### config.mk
export PLATFORM = sky130hd
export DESIGN_NAME = generalized_anisotropy_core
export DESIGN_NICKNAME = d
export VERILOG_FILES = /design/src/ga_pkg.sv /design/src/ga_queue.sv /design/src/ga_front.sv /design/src/ga_back.sv /design/src/generalized_anisotropy_core.sv
export SDC_FILE = /design/constraint.sdc
export NUM_CORES = 2
export LEC_CHECK = 0
export ABC_AREA = 1
export BUFFER_PORTS_ARGS = -buffer_cell sky130_fd_sc_hd__buf_2
export CORE_ASPECT_RATIO = 1.1
export CORE_MARGIN = 4
export CORE_UTILIZATION = 30
export CTS_CLUSTER_DIAMETER = 120
export DETAILED_ROUTE_END_ITERATION = 10
export GPL_ROUTABILITY_DRIVEN = 0
export PLACE_DENSITY = 0.46
export SETUP_SLACK_MARGIN = 0.1
export SYNTH_ARGS = -nofsm -noshare
export SYNTH_HDL_FRONTEND = slang
export SYNTH_SLANG_ARGS = --single-unit
export TNS_END_PERCENT = 5
### constraint.sdc
create_clock -name clk_i -period 10.7 [get_ports clk_i]
set_input_delay 1.07 -clock clk_i [delete_from_list [all_inputs] [get_ports clk_i]]
set_output_delay 1.07 -clock clk_i [all_outputs]
set_load 0.02 [all_outputs]
### src/ga_pkg.sv
// ----------------------------------------------------------------------------
// ga_pkg
// Shared types, constants and width helpers for the generalized anisotropy
// core.
// ----------------------------------------------------------------------------
package ga_pkg;

  localparam int SAMPLE_W        = 16;
  localparam int ANIS_W          = 17;
  localparam int STATUS_W        = 2;
  localparam int MAX_SAMPLES_DEF = 128;
  localparam int SAMPLE_BITS_DEF = 16;
  localparam int QUEUE_DEPTH     = 2;
  // floor(num * 2^32 / den) with num <= den fits in 33 bits
  localparam int RATIO_W         = 33;
  localparam int ROOT_STEPS      = (RATIO_W + 1) / 2;
  localparam logic [ANIS_W-1:0] ANIS_MAX = ANIS_W'(65536);

  typedef enum logic [STATUS_W-1:0] {
    STATUS_OK       = 2'd0,
    STATUS_FEW      = 2'd1,
    STATUS_ZERO     = 2'd2,
    STATUS_TOO_MANY = 2'd3
  } status_e;

  typedef struct packed {
    logic [SAMPLE_W-1:0] sample;
    logic                last;
  } in_t;

  typedef struct packed {
    logic [ANIS_W-1:0] anisotropy;
    status_e           status;
  } out_t;

  function automatic int sb_eff(input int sample_bits);
    return (sample_bits < SAMPLE_W) ? sample_bits : SAMPLE_W;
  endfunction

  function automatic int cnt_width(input int max_samples);
    return $clog2(max_samples + 1);
  endfunction

  function automatic int s1_width(input int sample_bits, input int max_samples);
    return sb_eff(sample_bits) + cnt_width(max_samples);
  endfunction

  function automatic int s2_width(input int sample_bits, input int max_samples);
    return 2 * sb_eff(sample_bits) + cnt_width(max_samples);
  endfunction

endpackage

### src/ga_queue.sv
// ----------------------------------------------------------------------------
// ga_queue
// Short flip-flop queue carrying finished voxel sums from front to back end.
// ----------------------------------------------------------------------------
module ga_queue #(
  parameter int WIDTH = 8,
  parameter int DEPTH = 2
) (
  input  logic             clk_i,
  input  logic             rst_ni,
  input  logic             push_i,
  input  logic [WIDTH-1:0] push_data_i,
  output logic             full_o,
  input  logic             pop_i,
  output logic             pop_valid_o,
  output logic [WIDTH-1:0] pop_data_o
);

  localparam int PTR_W = (DEPTH > 1) ? $clog2(DEPTH) : 1;
  localparam int CNT_W = $clog2(DEPTH + 1);

  logic [WIDTH-1:0] mem_q [DEPTH];
  logic [PTR_W-1:0] wr_ptr_q, wr_ptr_d, rd_ptr_q, rd_ptr_d;
  logic [CNT_W-1:0] count_q, count_d;

  function automatic logic [PTR_W-1:0] ptr_next(input logic [PTR_W-1:0] p);
    return (p == PTR_W'(DEPTH - 1)) ? '0 : p + PTR_W'(1);
  endfunction

  assign full_o      = (count_q == CNT_W'(DEPTH));
  assign pop_valid_o = (count_q != '0);
  assign pop_data_o  = mem_q[rd_ptr_q];

  always_comb begin
    wr_ptr_d = wr_ptr_q;
    rd_ptr_d = rd_ptr_q;
    count_d  = count_q;
    if (push_i) begin
      wr_ptr_d = ptr_next(wr_ptr_q);
    end
    if (pop_i) begin
      rd_ptr_d = ptr_next(rd_ptr_q);
    end
    if (push_i && !pop_i) begin
      count_d = count_q + CNT_W'(1);
    end else if (!push_i && pop_i) begin
      count_d = count_q - CNT_W'(1);
    end
  end

  always_ff @(posedge clk_i or negedge rst_ni) begin
    if (!rst_ni) begin
      wr_ptr_q <= '0;
      rd_ptr_q <= '0;
      count_q  <= '0;
    end else begin
      wr_ptr_q <= wr_ptr_d;
      rd_ptr_q <= rd_ptr_d;
      count_q  <= count_d;
    end
  end

  always_ff @(posedge clk_i) begin
    if (push_i) begin
      mem_q[wr_ptr_q] <= push_data_i;
    end
  end

endmodule

### src/ga_front.sv
// ----------------------------------------------------------------------------
// ga_front
// Accumulates count, sum and sum of squares, one sample per cycle while the
// queue is not full, and hands the voxel totals to the queue on the last sample.
// ----------------------------------------------------------------------------
module ga_front import ga_pkg::*; #(
  parameter int MAX_SAMPLES = MAX_SAMPLES_DEF,
  parameter int SAMPLE_BITS = SAMPLE_BITS_DEF
) (
  input  logic                                         clk_i,
  input  logic                                         rst_ni,
  input  logic                                         in_valid_i,
  output logic                                         in_stall_o,
  input  in_t                                          in_data_i,
  input  logic                                         full_i,
  output logic                                         push_o,
  output logic                                         job_ovf_o,
  output logic [cnt_width(MAX_SAMPLES)-1:0]            job_cnt_o,
  output logic [s1_width(SAMPLE_BITS, MAX_SAMPLES)-1:0] job_s1_o,
  output logic [s2_width(SAMPLE_BITS, MAX_SAMPLES)-1:0] job_s2_o
);

  localparam int SB   = sb_eff(SAMPLE_BITS);
  localparam int CNT_W = cnt_width(MAX_SAMPLES);
  localparam int S1_W = s1_width(SAMPLE_BITS, MAX_SAMPLES);
  localparam int S2_W = s2_width(SAMPLE_BITS, MAX_SAMPLES);

  logic [CNT_W-1:0] cnt_q, cnt_d, cnt_nx;
  logic [S1_W-1:0]  sum_q, sum_d, sum_nx;
  logic [S2_W-1:0]  sq_q, sq_d, sq_nx;
  logic             ovf_q, ovf_d, ovf_nx;
  logic [SB-1:0]    smp;
  logic [2*SB-1:0]  smp_sq;
  logic             accept;

  assign in_stall_o = full_i;
  assign accept     = in_valid_i && !in_stall_o;
  assign smp        = in_data_i.sample[SB-1:0];
  assign smp_sq     = (2*SB)'(smp) * (2*SB)'(smp);

  always_comb begin
    cnt_nx = cnt_q;
    sum_nx = sum_q;
    sq_nx  = sq_q;
    ovf_nx = ovf_q;
    if (cnt_q >= CNT_W'(MAX_SAMPLES)) begin
      ovf_nx = 1'b1;
    end else begin
      cnt_nx = cnt_q + CNT_W'(1);
      sum_nx = sum_q + S1_W'(smp);
      sq_nx  = sq_q + S2_W'(smp_sq);
    end
  end

  assign push_o    = accept && in_data_i.last;
  assign job_ovf_o = ovf_nx;
  assign job_cnt_o = cnt_nx;
  assign job_s1_o  = sum_nx;
  assign job_s2_o  = sq_nx;

  always_comb begin
    cnt_d = cnt_q;
    sum_d = sum_q;
    sq_d  = sq_q;
    ovf_d = ovf_q;
    if (accept) begin
      if (in_data_i.last) begin
        cnt_d = '0;
        sum_d = '0;
        sq_d  = '0;
        ovf_d = 1'b0;
      end else begin
        cnt_d = cnt_nx;
        sum_d = sum_nx;
        sq_d  = sq_nx;
        ovf_d = ovf_nx;
      end
    end
  end

  always_ff @(posedge clk_i or negedge rst_ni) begin
    if (!rst_ni) begin
      cnt_q <= '0;
      sum_q <= '0;
      sq_q  <= '0;
      ovf_q <= 1'b0;
    end else begin
      cnt_q <= cnt_d;
      sum_q <= sum_d;
      sq_q  <= sq_d;
      ovf_q <= ovf_d;
    end
  end

endmodule

### src/ga_back.sv
// ----------------------------------------------------------------------------
// ga_back
// Sequencer: shift-add products, restoring division and bit-pair square root
// for one voxel (status-only voxels skip them), then the result register.
// ----------------------------------------------------------------------------
module ga_back import ga_pkg::*; #(
  parameter int MAX_SAMPLES = MAX_SAMPLES_DEF,
  parameter int SAMPLE_BITS = SAMPLE_BITS_DEF
) (
  input  logic                                         clk_i,
  input  logic                                         rst_ni,
  input  logic                                         pop_valid_i,
  output logic                                         pop_o,
  input  logic                                         job_ovf_i,
  input  logic [cnt_width(MAX_SAMPLES)-1:0]            job_cnt_i,
  input  logic [s1_width(SAMPLE_BITS, MAX_SAMPLES)-1:0] job_s1_i,
  input  logic [s2_width(SAMPLE_BITS, MAX_SAMPLES)-1:0] job_s2_i,
  output logic                                         out_valid_o,
  input  logic                                         out_stall_i,
  output out_t                                         out_data_o
);

  localparam int CNT_W  = cnt_width(MAX_SAMPLES);
  localparam int S1_W   = s1_width(SAMPLE_BITS, MAX_SAMPLES);
  localparam int P_W    = 2 * S1_W;
  localparam int R_W    = P_W + 1;
  localparam int RES_W  = RATIO_W + 1;
  localparam int MAX_ST = (S1_W > RATIO_W) ? S1_W : RATIO_W;
  localparam int STEP_W = $clog2(MAX_ST + 1);

  typedef enum logic [4:0] {
    S_IDLE = 5'b00001,
    S_MUL  = 5'b00010,
    S_PREP = 5'b00100,
    S_DIV  = 5'b01000,
    S_ROOT = 5'b10000
  } state_e;

  state_e             state_q, state_d;
  logic               res_pend_q, res_pend_d;
  logic [STEP_W-1:0]  step_q, step_d;
  logic [CNT_W-1:0]   mul_n_q, mul_n_d, mul_d_q, mul_d_d;
  logic [S1_W-1:0]    mul_s_q, mul_s_d;
  logic [P_W-1:0]     sh_s2_q, sh_s2_d, sh_s1_q, sh_s1_d;
  logic [P_W-1:0]     acc_n_q, acc_n_d, acc_d_q, acc_d_d, acc_s_q, acc_s_d;
  logic [R_W-1:0]     rem_q, rem_d;
  logic [RATIO_W-1:0] quo_q, quo_d, bit_q, bit_d;
  logic [RES_W-1:0]   root_q, root_d;
  logic [ANIS_W-1:0]  anis_q, anis_d;
  status_e            status_q, status_d;
  logic               out_valid_q, out_valid_d;
  out_t               out_q, out_d;

  logic               div_ge;
  logic [R_W-1:0]     div_diff;
  logic [RES_W-1:0]   root_trial, root_nx;
  logic               root_ge;
  logic               load_out;

  assign load_out    = res_pend_q && (!out_valid_q || !out_stall_i);
  assign out_valid_o = out_valid_q;
  assign out_data_o  = out_q;

  assign div_ge     = (rem_q >= {1'b0, acc_d_q});
  assign div_diff   = div_ge ? (rem_q - {1'b0, acc_d_q}) : rem_q;
  assign root_trial = root_q + RES_W'(bit_q);
  assign root_ge    = ({1'b0, quo_q} >= root_trial);
  assign root_nx    = root_ge ? ((root_q >> 1) + RES_W'(bit_q)) : (root_q >> 1);

  always_comb begin
    state_d    = state_q;
    res_pend_d = res_pend_q;
    step_d     = step_q;
    mul_n_d    = mul_n_q;
    mul_d_d    = mul_d_q;
    mul_s_d    = mul_s_q;
    sh_s2_d    = sh_s2_q;
    sh_s1_d    = sh_s1_q;
    acc_n_d    = acc_n_q;
    acc_d_d    = acc_d_q;
    acc_s_d    = acc_s_q;
    rem_d      = rem_q;
    quo_d      = quo_q;
    bit_d      = bit_q;
    root_d     = root_q;
    anis_d     = anis_q;
    status_d   = status_q;
    pop_o      = 1'b0;
    if (load_out) begin
      res_pend_d = 1'b0;
    end
    case (state_q)
      S_IDLE: begin
        if (pop_valid_i && !res_pend_q) begin
          pop_o  = 1'b1;
          anis_d = '0;
          if (job_ovf_i) begin
            status_d   = STATUS_TOO_MANY;
            res_pend_d = 1'b1;
          end else if (job_cnt_i < CNT_W'(2)) begin
            status_d   = STATUS_FEW;
            res_pend_d = 1'b1;
          end else if (job_s2_i == '0) begin
            status_d   = STATUS_ZERO;
            res_pend_d = 1'b1;
          end else begin
            status_d = STATUS_OK;
            mul_n_d  = job_cnt_i;
            mul_d_d  = job_cnt_i - CNT_W'(1);
            mul_s_d  = job_s1_i;
            sh_s2_d  = P_W'(job_s2_i);
            sh_s1_d  = P_W'(job_s1_i);
            acc_n_d  = '0;
            acc_d_d  = '0;
            acc_s_d  = '0;
            step_d   = '0;
            state_d  = S_MUL;
          end
        end
      end
      S_MUL: begin
        if (mul_n_q[0]) acc_n_d = acc_n_q + sh_s2_q;
        if (mul_d_q[0]) acc_d_d = acc_d_q + sh_s2_q;
        if (mul_s_q[0]) acc_s_d = acc_s_q + sh_s1_q;
        mul_n_d = mul_n_q >> 1;
        mul_d_d = mul_d_q >> 1;
        mul_s_d = mul_s_q >> 1;
        sh_s2_d = sh_s2_q << 1;
        sh_s1_d = sh_s1_q << 1;
        step_d  = step_q + STEP_W'(1);
        if (step_q == STEP_W'(S1_W - 1)) begin
          state_d = S_PREP;
        end
      end
      S_PREP: begin
        rem_d   = {1'b0, acc_n_q - acc_s_q};
        quo_d   = '0;
        step_d  = '0;
        state_d = S_DIV;
      end
      S_DIV: begin
        rem_d  = div_diff << 1;
        quo_d  = {quo_q[RATIO_W-2:0], div_ge};
        step_d = step_q + STEP_W'(1);
        if (step_q == STEP_W'(RATIO_W - 1)) begin
          root_d  = '0;
          bit_d   = RATIO_W'(1) << (RATIO_W - 1);
          step_d  = '0;
          state_d = S_ROOT;
        end
      end
      S_ROOT: begin
        if (root_ge) begin
          quo_d = quo_q - root_trial[RATIO_W-1:0];
        end
        root_d = root_nx;
        bit_d  = bit_q >> 2;
        step_d = step_q + STEP_W'(1);
        if (step_q == STEP_W'(ROOT_STEPS - 1)) begin
          anis_d     = (root_nx > RES_W'(ANIS_MAX)) ? ANIS_MAX : root_nx[ANIS_W-1:0];
          res_pend_d = 1'b1;
          state_d    = S_IDLE;
        end
      end
      default: begin
        state_d = S_IDLE;
      end
    endcase
  end

  always_comb begin
    out_valid_d = out_valid_q;
    out_d       = out_q;
    if (load_out) begin
      out_valid_d      = 1'b1;
      out_d.anisotropy = anis_q;
      out_d.status     = status_q;
    end else if (!out_stall_i) begin
      out_valid_d = 1'b0;
    end
  end

  always_ff @(posedge clk_i or negedge rst_ni) begin
    if (!rst_ni) begin
      state_q     <= S_IDLE;
      res_pend_q  <= 1'b0;
      step_q      <= '0;
      out_valid_q <= 1'b0;
    end else begin
      state_q     <= state_d;
      res_pend_q  <= res_pend_d;
      step_q      <= step_d;
      out_valid_q <= out_valid_d;
    end
  end

  always_ff @(posedge clk_i) begin
    mul_n_q  <= mul_n_d;
    mul_d_q  <= mul_d_d;
    mul_s_q  <= mul_s_d;
    sh_s2_q  <= sh_s2_d;
    sh_s1_q  <= sh_s1_d;
    acc_n_q  <= acc_n_d;
    acc_d_q  <= acc_d_d;
    acc_s_q  <= acc_s_d;
    rem_q    <= rem_d;
    quo_q    <= quo_d;
    bit_q    <= bit_d;
    root_q   <= root_d;
    anis_q   <= anis_d;
    status_q <= status_d;
    out_q    <= out_d;
  end

endmodule

### src/generalized_anisotropy_core.sv
// ----------------------------------------------------------------------------
// generalized_anisotropy_core
// Streams diffusion samples of a voxel and returns its generalized anisotropy
// (65536 = 1.0) and a status on the sample marked last.
// ----------------------------------------------------------------------------
// Samples are taken one per cycle into the count, sum and sum-of-squares
// accumulators; the input stalls only while the two-entry voxel queue is
// full. Each voxel's result is then computed in the back end by the
// bit-serial products, the 33-step restoring division and the 17-step root;
// status-only results (too many, fewer than two, zero energy) skip them.
module generalized_anisotropy_core import ga_pkg::*; #(
  parameter int MAX_SAMPLES = MAX_SAMPLES_DEF,
  parameter int SAMPLE_BITS = SAMPLE_BITS_DEF
) (
  input  logic clk_i,
  input  logic rst_ni,
  input  logic in_valid_i,
  output logic in_stall_o,
  input  in_t  in_data_i,
  output logic out_valid_o,
  input  logic out_stall_i,
  output out_t out_data_o
);

  localparam int CNT_W = cnt_width(MAX_SAMPLES);
  localparam int S1_W  = s1_width(SAMPLE_BITS, MAX_SAMPLES);
  localparam int S2_W  = s2_width(SAMPLE_BITS, MAX_SAMPLES);
  localparam int JOB_W = 1 + CNT_W + S1_W + S2_W;

  logic             push, full, pop, pop_valid;
  logic             f_ovf, b_ovf;
  logic [CNT_W-1:0] f_cnt, b_cnt;
  logic [S1_W-1:0]  f_s1, b_s1;
  logic [S2_W-1:0]  f_s2, b_s2;
  logic [JOB_W-1:0] job_in, job_out;

  ga_front #(
    .MAX_SAMPLES(MAX_SAMPLES),
    .SAMPLE_BITS(SAMPLE_BITS)
  ) u_front (
    .clk_i      (clk_i),
    .rst_ni     (rst_ni),
    .in_valid_i (in_valid_i),
    .in_stall_o (in_stall_o),
    .in_data_i  (in_data_i),
    .full_i     (full),
    .push_o     (push),
    .job_ovf_o  (f_ovf),
    .job_cnt_o  (f_cnt),
    .job_s1_o   (f_s1),
    .job_s2_o   (f_s2)
  );

  assign job_in = {f_ovf, f_cnt, f_s1, f_s2};

  ga_queue #(
    .WIDTH(JOB_W),
    .DEPTH(QUEUE_DEPTH)
  ) u_queue (
    .clk_i       (clk_i),
    .rst_ni      (rst_ni),
    .push_i      (push),
    .push_data_i (job_in),
    .full_o      (full),
    .pop_i       (pop),
    .pop_valid_o (pop_valid),
    .pop_data_o  (job_out)
  );

  assign {b_ovf, b_cnt, b_s1, b_s2} = job_out;

  ga_back #(
    .MAX_SAMPLES(MAX_SAMPLES),
    .SAMPLE_BITS(SAMPLE_BITS)
  ) u_back (
    .clk_i       (clk_i),
    .rst_ni      (rst_ni),
    .pop_valid_i (pop_valid),
    .pop_o       (pop),
    .job_ovf_i   (b_ovf),
    .job_cnt_i   (b_cnt),
    .job_s1_i    (b_s1),
    .job_s2_i    (b_s2),
    .out_valid_o (out_valid_o),
    .out_stall_i (out_stall_i),
    .out_data_o  (out_data_o)
  );

endmodule

==> impl_metrics.toml <==
[layout]
fillCellCount = 19800
layout_commonest_cell = "nand2_1"
multi_input_area_um2 = 31000
layout_common_cells = "nand2_1 (1,472), inv_1 (1,238), nor2_1 (634)"
layout.nets = 7805
area.sequential_um2 = 20200
postLayoutCoreUtil_pct = 33.5
layout-drive-gt1-share_pct = 4.85
syn_to_final_growth_pct = 10.7

[route]
wl_um = 177000
drt.antenna.violating_nets = 0
drc = 0
dr.pass1.iters = 6
drt_iter0_drc = 3289
vias_per_cell = 4.90
via_count = 47300
wl_per_cell_um = 18.4

[logic_synthesis]
synth_top_area_share_pct = 31.8
synth-xor-area-share_pct = 2.45
ys.flop_type = "edfxtp_1"
synth_fa_ha_area_share_pct = 16.8
yosysWarnings = 0
synth_compound_area_share_pct = 16.0
synthSimpleGateAreaFrac_pct = 19.3
syn_area_per_cell_um2 = 7.89
yosysUniqueCellTypes = 72
synthesis.nets = 7803
synth_edf_count = 597
synth_area_um2 = 56400
synthTopCellsByArea = "edfxtp_1 (32%), nand2_1 (9.8%), ha_1 (9.7%), inv_1 (8.3%), fa_1 (7.1%)"
muxShareOfSynthArea_pct = 0.162
synth_top_family_by_area = "simple AND/OR/NAND/NOR gates"
synth_seq_area_share_pct = 35.8
ys_async_sr_fraction_pct = 13.1
synthesis.instances = 7144
synth_largest_area_cell = "edfxtp_1"
ys_ff_latch = 687

[die]
dieArea_um2 = 195000
io_pins = 42
dieHeight_um = 463
fp.dieW_um = 421
std_cell_rows = 166
start_util_pct = 30.2
core_region_area_um2 = 187000

[cts]
root_buffer = "clkbuf_16"
cts_setup_buffers = 0
clockBufferDepth = 3
hold_buffers = 0
cts_sinks = 687
htreeDepth = 3
cts_tree = "built"
cts_made_buffers = 84
clk_pin_slew_ns = 0.06
worstSkewPairLatency_ns = 0.72
cts_resized = 0

[timing]
slew_headroom_pct = 31.3
period_share_pct = 65.0
drv_slew = 0
finClkSkew_ns = 0.0543
hold_viol_final = 0
finalCriticalPeriod_ns = 6.96
worstMarginPinSlew_ns = 1.02
timing.fmax_mhz = 144
timing.setup.tns_ns = 0
grt_setup_unrepaired = "false"
setup_viol = 0

[worst_setup_path]
cp.arrival_ns = 7.49
worst_path_max_delay_cell = "edfxtp_1"
crit_fanout = 46
required_ns = 11.23
critPathLaunchType = "register"
end_kind = "register"
crit_type = "reg -> reg"
cp_common_cell = "nand2_1"
cpPeakStageDelay_ns = 0.46

[run_status]
status = "complete, no violations"

[global_route]
grt.overflow.total = 0
grt_pass1_wl_um = 275000
grt_pass1_vias = 46800
antenna_found_initial = 2
grt_usage_pct = 17.8
grt_max_degree = 137

[place]
dp_hpwl_um = 139000
port_buffers = 41

[worst_hold_path]
hold_path.class = "in -> async"

[flow_run]
max_cap_violations = 0
-- cells in the mapped netlist, drive strengths merged (10+ instances only) --
cell type  count
a21o          37
a21boi        24
o21ai        616
nor3          67
fa           201
dfrtp         89
nor2         659
xor2         100
a21oi        614
o21a          73
a221oi        10
nor4          28
nand2       1493
o22ai         20
ha           437
xnor2         58
a31oi        122
buf           21
o21bai        15
o211ai        31
edfxtp       597
clkbuf       133
inv         1246
or2           61
nand4         63
nand3        242
-- logic make-up (layout without fill, tap and decap cells) --
| kind of cell | count (synthesis) | after routing |
|---|---|---|
| and+or+nand+nor | 2629 | 2629 |
| AOI/OAI and AO/OA | 1620 | 1620 |
| buffers and inverters | 1403 | 1477 |
| DFF | 687 | 687 |
| adders and majority gates | 638 | 638 |
| xor gates and xnor gates | 158 | 158 |
| muxes | 9 | 9 |
| other | 0 | 1 |
-- state kept, by name, summed over array words and instances (netlist names), 2 cells and up --
register and cells:
u_queue.mem_q 146, u_back.rem_q 49, u_back.acc_d_q 48, u_back.acc_n_q 48
u_back.acc_s_q 48, u_back.sh_s1_q 48, u_back.sh_s2_q 48, u_front.sq_q 40
u_back.root_q 34, u_back.quo_q 33, u_back.mul_s_q 24, u_front.sum_q 24
u_back.out_data_o 19, u_back.anis_q 17, u_back.bit_q 17, u_back.mul_d_q 8
u_back.mul_n_q 8, u_front.cnt_q 8, u_back.step_q 6, u_back.state_q 5
u_back.status_q 2, u_queue.count_q 2
-- critical path, delay by kind of cell (launching register included) --
kind                     cells  cell delay (ns)
XOR/XNOR                     1             0.19
AO/OA/AOI/OAI                8             1.96
buffers and inverters        1             0.33
adder cells (fa/ha/maj)      2             0.73
AND/OR/NAND/NOR             18             3.13
flip-flops                   1             0.46
-- metrics by stage --
step / setup slack, ns / cell area, um2 / hold slack (ns) / std cells
6_report: 3.74 / 62400 / 0.328 / 9655
5_1_grt: 3.06 / 62400 / 0.329 / 9655
4_1_cts: 3.67 / 62400 / 0.278 / 9654
3_5_place_dp: 3.21 / 59400 / 0.405 / 9496
3_3_place_gp: 3.25 / 59400 / 0.401 / 9496
2_1_floorplan: 2.69 / 56400 / 0.400 / 7144
-- cell type report --
type | instances | share of cell area, %
multi-input combinational | 5054 | 49.7
timing repair buffer | 70 | 0.702
clock inverter | 64 | 1.44
sequential | 687 | 32.3
inverter | 1249 | 7.52
tap | 2436 | 4.88
clock buffer | 94 | 3.44
antenna | 1 | 0.00401
-- path summary, 6_finish.rpt --
check	startpoint	end	slack, ns	depth (start not counted)
setup / recovery	u_back.root_q[2]	u_back.anis_q[15]	3.74	30
setup reg to reg	u_back.root_q[2]	u_back.anis_q[15]	3.74	30
hold / removal	rst_ni	u_front.sum_q[19]	0.33	1
max in group asynchronous	rst_ni	u_queue.rd_ptr_q	9.10	2
min in group clk_i	u_back.anis_q[1]	u_back.out_data_o[3]	0.42	0
hold reg to reg	u_back.anis_q[1]	u_back.out_data_o[3]	0.42	0
-- routing by layer --
layer	vias to the layer above	GRT usage [%]	wire, um
met3	173	1.92	7810
li1	23800	-	-
met1	22300	24.6	83300
met4	0	4.61	4150
met5	-	0	0
met2	1010	29.7	82000
Power is left out: the tool's default activity adds up to more than one toggle a clock period on the data nets, which glitch-free logic cannot reach.
